[src/rtl/tblr_pkg.sv]
// Shared types and constants of the tile background line renderer.
`timescale 1ns / 1ps

package tblr_pkg;

  localparam int unsigned VRAM_BYTES   = 8192;
  localparam int unsigned VRAM_AW      = $clog2(VRAM_BYTES);
  localparam int unsigned TOTAL_LINES  = 154;
  localparam int unsigned TILE_COLUMNS = 20;
  localparam int unsigned LINE_W       = 8;
  localparam int unsigned COL_W        = 5;
  localparam int unsigned SHADES_W     = 16;
  localparam int unsigned PAL_W        = 8;
  localparam int unsigned CFG_IDX_W    = 2;
  localparam int unsigned CFG_DATA_W   = 8;
  localparam int unsigned IN_TDATA_W   = 24;
  localparam int unsigned OUT_TDATA_W  = 32;

  localparam logic [VRAM_AW-1:0] MAP0_OFS  = 13'h1800;
  localparam logic [VRAM_AW-1:0] MAP1_OFS  = 13'h1C00;
  localparam logic [VRAM_AW-1:0] UDATA_OFS = 13'h0000;
  localparam logic [VRAM_AW-1:0] SDATA_OFS = 13'h1000;
  localparam logic [LINE_W-1:0]  VBLANK_LINE = LINE_W'(18 * 8);
  localparam logic [LINE_W-1:0]  LAST_LINE   = LINE_W'(TOTAL_LINES - 1);
  localparam logic [COL_W-1:0]   LAST_COL    = COL_W'(TILE_COLUMNS - 1);
  localparam logic [PAL_W-1:0]   PAL_RESET   = 8'd252;

  typedef enum logic {
    OP_WRITE = 1'b0,
    OP_TICK  = 1'b1
  } op_e;

  typedef enum logic [CFG_IDX_W-1:0] {
    CFG_BG_ENABLE   = 2'd0,
    CFG_MAP_SELECT  = 2'd1,
    CFG_DATA_SELECT = 2'd2,
    CFG_BG_PALETTE  = 2'd3
  } cfg_idx_e;

  typedef enum logic [2:0] {
    ST_CLEAR,
    ST_IDLE,
    ST_MAP,
    ST_LO,
    ST_HI,
    ST_PIX,
    ST_BLANK
  } state_e;

  typedef struct packed {
    logic clear_en;
    logic wr_en;
    logic tick_start;
    logic rd_map;
    logic rd_lo;
    logic rd_hi;
    logic load_pix;
    logic load_blank;
  } ctrl_cmd_t;

  typedef struct packed {
    logic clear_done;
    logic bg_enable;
    logic in_vblank;
    logic last_col;
    logic out_free;
  } ctrl_sts_t;

endpackage

[src/rtl/tblr_ctrl.sv]
// Sequencer that steps the renderer through clearing, writes and line ticks.
`timescale 1ns / 1ps

module tblr_ctrl
  import tblr_pkg::*;
(
  input  logic      clk_i,
  input  logic      rst_ni,
  input  logic      in_valid_i,
  input  logic      in_op_i,
  output logic      in_ready_o,
  input  ctrl_sts_t sts_i,
  output ctrl_cmd_t cmd_o
);

  state_e state_q, state_d;
  logic   tick_go;

  assign tick_go = in_valid_i && (op_e'(in_op_i) == OP_TICK) && sts_i.bg_enable;

  always_ff @(posedge clk_i or negedge rst_ni) begin
    if (!rst_ni) begin
      state_q <= ST_CLEAR;
    end else begin
      state_q <= state_d;
    end
  end

  always_comb begin
    state_d = state_q;
    unique case (state_q)
      ST_CLEAR: begin
        if (sts_i.clear_done) begin
          state_d = ST_IDLE;
        end
      end
      ST_IDLE: begin
        if (tick_go) begin
          state_d = sts_i.in_vblank ? ST_BLANK : ST_MAP;
        end
      end
      ST_MAP:  state_d = ST_LO;
      ST_LO:   state_d = ST_HI;
      ST_HI:   state_d = ST_PIX;
      ST_PIX: begin
        if (sts_i.out_free) begin
          state_d = sts_i.last_col ? ST_IDLE : ST_LO;
        end
      end
      ST_BLANK: begin
        if (sts_i.out_free) begin
          state_d = ST_IDLE;
        end
      end
      default: state_d = ST_IDLE;
    endcase
  end

  always_comb begin
    cmd_o      = '0;
    in_ready_o = 1'b0;
    unique case (state_q)
      ST_CLEAR: cmd_o.clear_en = 1'b1;
      ST_IDLE: begin
        in_ready_o       = 1'b1;
        cmd_o.wr_en      = in_valid_i && (op_e'(in_op_i) == OP_WRITE);
        cmd_o.tick_start = tick_go;
      end
      ST_MAP: cmd_o.rd_map = 1'b1;
      ST_LO:  cmd_o.rd_lo  = 1'b1;
      ST_HI:  cmd_o.rd_hi  = 1'b1;
      ST_PIX: begin
        cmd_o.load_pix = sts_i.out_free;
        cmd_o.rd_map   = sts_i.out_free && !sts_i.last_col;
      end
      ST_BLANK: cmd_o.load_blank = sts_i.out_free;
      default: cmd_o = '0;
    endcase
  end

endmodule

[config.mk]
export PLATFORM = sky130hd
export DESIGN_NAME = tblr_ctrl
export DESIGN_NICKNAME = d
export VERILOG_FILES = /design/src/rtl/tblr_pkg.sv /design/src/rtl/tblr_ctrl.sv
export SDC_FILE = /design/constraint.sdc
export NUM_CORES = 1
export LEC_CHECK = 0
export BUFFER_PORTS_ARGS = -buffer_cell sky130_fd_sc_hd__buf_2
export CELL_PAD_IN_SITES_DETAIL_PLACEMENT = 1
export CELL_PAD_IN_SITES_GLOBAL_PLACEMENT = 2
export CORE_MARGIN = 2
export CORE_UTILIZATION = 19
export CTS_CLUSTER_SIZE = 16
export DETAILED_ROUTE_END_ITERATION = 8
export PLACE_DENSITY_LB_ADDON = 0.1
export SYNTH_ARGS = -nofsm -noshare
export SYNTH_HDL_FRONTEND = slang
export SYNTH_SLANG_ARGS = --single-unit
[constraint.sdc]
create_clock -name clk_i -period 1.7 [get_ports clk_i]
set_clock_uncertainty 0.15 [all_clocks]
set_input_delay 0.17 -clock clk_i [delete_from_list [all_inputs] [get_ports clk_i]]
set_output_delay 0.17 -clock clk_i [all_outputs]
set_load 0.005 [all_outputs]
* Word-level counts from Yosys, hierarchy flattened
Index checks and enable logic that the tools add are counted.
** Word-level totals
- Memories :: 0
- Bits in latches :: 0
- ROM bits :: 0
- Output and inout port bits :: 9
- Bits in writable memories :: 0
- Register bits :: 3
- Word-level logic and storage cells :: 34
** Cells by class
- Bitwise operators :: 1
- Shift operators :: 0
- Reduce and logical (&&, ||, !) cells :: 7
- Mux-type cells :: 15
- Eq/ne operators :: 10
- Divide/modulo/power cells :: 0
- $add $sub $neg :: 0
- $mul :: 0
- Magnitude comparators :: 0
** Operators by type and width (number)
- $pmux 3 s7 :: 1
- $mux 3 :: 5
- $eq 3x3->1 const B :: 3
- $ne 2x2->1 const B :: 4
- $eq 3x2->1 const B :: 2
- $mux 1 :: 6
- $logic_and 1x1->1 :: 4
- $mux 2 :: 2
- $reduce_and 4->1 :: 1
- $eq 3x1->1 const B :: 1
- $logic_not 3->1 :: 1
- $pmux 1 s2 :: 1
- $logic_not 1->1 :: 1
- $not 1->1 :: 1

* Longest topological paths before layout
- Depth after elaboration :: 4
- Gate-level depth with buffers :: 4
- Depth with buffers taken out :: 4

* Least setup slack after synthesis
No wires, ideal clock.
- Kind :: register -> register
- Start :: register state_q[2]
- End :: register state_q[1]
- Path slack :: 289 ps
- Data arrival time :: 1139 ps
- Stages on the path, launching flop included :: 5
- Path buffers :: 0
- Setup time :: 122 ps
- Cells stage by stage :: dfrtp_1 or3b_4 clkinv_2 a221oi_1 o2111a_1
** Between the ends
- Longest elaborated chain between the ends :: 3
** Ends and longest elaborated chain
- start, declared :: RTL line tblr_ctrl.sv:16 : state_e state_q, state_d;
- start signal, assigned :: RTL line tblr_ctrl.sv:25 : state_q <= state_d;
- $eq 3x1->1, or another cell as far along :: RTL line tblr_ctrl.sv:31 : unique case (state_q)
- $ne 2x2->1 (no source line)
- $reduce_and 4->1 (no source line)
Several ways; a longest one is shown, not always the timed one.
A chain may end at the register's enable or synchronous reset.

==> metrics.yaml <==
run_status:
  outcome: "completed"
setup_path:
  r2r_cells: 4
  cpMaxStageDelayCell: "or3b_4"
  cp.arrival_ns: 1.31
  path_class: "reg2out"
  start_kind: "flop"
  r2r_start: "state_q[1]$_DFFE_PN0P_"
  end_kind: "primary output"
  worstPathCellList: "or3b_4, nor3b_2, buf_2"
  slowest_delay_ns: 0.43
  r2r_slack_ns: 0.22
  timing.rr.end: "state_q[1]$_DFFE_PN0P_"
  required_ns: 1.38
  crit_fanout: 3
min_path:
  hold_class: "in2async"
sta:
  period_share: 0.9575
  timing.slew.headroom: 0.8389
  worst_pin_slew_ns: 0.2417
  finalSetupTns_ns: 0
  fin_ws_ns: 0.07231
  slew_viol_final: 0
  setup_violations: 0
  grt_setup_unrepaired: "no"
  whs_ns: 0.1035
  fmax_mhz: 614.4
  min_period_ns: 1.628
  finalHoldViolations: 0
synth:
  synth_area_sq_um: 300.3
  avgSynthCellArea_sq_um: 7.700
  synth.top_cell.area_share: 0.2500
  syn-num-nets: 48
  synth-seq-cells: 3
  synthTopCellsByArea: "dfrtp_1 25%, mux2_2 7.5%, nor2_1 6.3%"
  netlist_instances: 39
  synth-seq-area-share: 0.2500
  yosysWarnings: 0
  netlist.top_cell.by_area: "dfrtp_1"
  synth.distinct_cells: 24
clock_network:
  cts.clk_slew.worst_paths_ns: 0.04
  clk_latency_ns: 0.23
  cts_tree: "done"
  cts.htree.levels: 1
  clock_tree.buffer_depth: 2
  cts_root_buf: "clkbuf_4"
  clock_sinks: 3
  numCtsBuffers: 3
die:
  dieArea_sq_um: 1915
  start_util: 0.2017
  io_pins: 18
  die_h_um: 43.76
  rows: 14
  die_w_um: 43.76
  core_sq_um: 1489
global_routing:
  grt_pass1_wl_mm: 1.552
  track_usage: 0.1124
  antenna_found_initial: 0
  grt_start_max_net_pins: 15
  grt_pass1_vias: 377
  gr-total-overflow: 0
final_layout:
  top_register: "state_q"
  fin_nets: 72
  area_growth_pct: 56.67
  mostFrequentLayoutCells: "17 x buf_2, 5 x nor2_1"
  antennaDiodeCount: 0
  final_core_util: 0.3160
  drive_above_1_share: 0.5000
  final_common_cell: "buf_2"
  top_regs: "state_q x3"
  layout.cells.non_filler: 78
  largest_reg_flops: 3
power_and_ir_drop:
  p_seq_frac: 0.162
  powerDensity_nw_per_um2: 1735
  p_int_w: 0.0004865
  ir_drop_mv: 0.8546
  pwr-share-clk: 0.153
  netSwitchingFraction: 0.4039
  power_frac_comb: 0.685
  p_sw_w: 0.0003296
  leakage_nw: 0.2295
drt:
  drtPass1Iterations: 3
  drtAntennaViolNets: 0
  vias: 364
  drc_errors: 0
  drtIter0Drc: 3
  routed_via_density: 4.667
  wl_per_cell_um: 12.09
  routed_wl_um: 943
placed_design:
  portBuffers: 17
  place.gp.congestion: 0.7525
  post-place-ws_ns: 0.1447
  dp.cells: 72
job:
  maxCapViolCount: 0
==> critical path: cells and delay by family (launching register included) <==
family	cells	cell delay, ns
buf+inv	1	0.13
flops	1	0.37
simple gates	2	0.58
==> how the worst max path moves through the flow <==
stage	from	slack [ns]	end
floorplan	state_q[2]$_DFFE_PN0P_	0.29	state_q[1]$_DFFE_PN0P_
global placement	state_q[0]$_DFFE_PN0P_	0.21	state_q[1]$_DFFE_PN0P_
detailed placement	state_q[0]$_DFFE_PN0P_	0.14	state_q[1]$_DFFE_PN0P_
CTS	state_q[1]$_DFFE_PN0P_	0.03	cmd_o[6]
global route	state_q[2]$_DFFE_PN0P_	0.008	cmd_o[4]
finish	state_q[1]$_DFFE_PN0P_	0.07	cmd_o[6]
==> metal layers <==
layer  wire length (um)  GRT usage  share of wire
met5                  0          0              0
met2                515     0.1971           0.55
met1                391     0.1168           0.41
met4                  0    0.09091              0
met3                 37    0.01667          0.039
==> synthesized netlist by cell type <==
library cell  number
nor2_1             5
dfrtp_1            3
nand2_1            3
nor3_1             3
a221oi_1           2
and2_1             2
mux2_2             2
nor3b_1            2
o21ai_0            2
a21boi_1           1
a21o_1             1
a21oi_1            1
buf_2              1
buf_4              1
clkbuf_1           1
clkinv_2           1
inv_1              1
nand2b_1           1
nand3_1            1
nor2b_1            1
o2111a_1           1
o2bb2ai_1          1
o31a_1             1
or3b_4             1
==> cells by family after synthesis <==
family          Yosys count  share of synthesized area
simple gates             19                     0.3375
compound gates           10                     0.2542
flops                     3                     0.2500
buf+inv                   5                    0.08329
mux                       2                    0.07499
==> cell type report <==
class	count	area, sq um
inverters	2	8.758
clock buffers	4	26.28
fillers	193	1018
well taps	16	20.02
repair buffers	22	128.9
flip-flops and latches	3	76.32
multi-input cells	31	210.2
==> repair_timing <==
item	in CTS	in global routing
resized for setup	2	2
pin swaps	0	1
setup buffers	1	0
endpoints found under the setup margin	2	2
endpoints found under the hold margin	3	0
hold buffers	1	0
==> power by group through the flow <==
stage | clock network [W] | registers (W) | logic (W)
after detailed placement | 0 | 0.000144 | 0.000514
after global routing | 0.000142 | 0.000136 | 0.000630
after CTS | 0.000133 | 0.000129 | 0.000555
after floorplan | 0 | 0.000138 | 0.000353
after global placement | 0 | 0.000143 | 0.000502
final | 0.000125 | 0.000132 | 0.000559
==> stage by stage <==
| step | total power [W] | instance area (sq um) |
|---|---|---|
| after floorplan | 0.0004915 | 300.3 |
| after global placement | 0.0006449 | 411.6 |
| after detailed placement | 0.0006587 | 411.6 |
| after CTS | 0.0008174 | 461.7 |
| after global routing | 0.0009077 | 470.5 |
| final | 0.0008161 | 470.5 |
(Power assumes the default switching activity.)
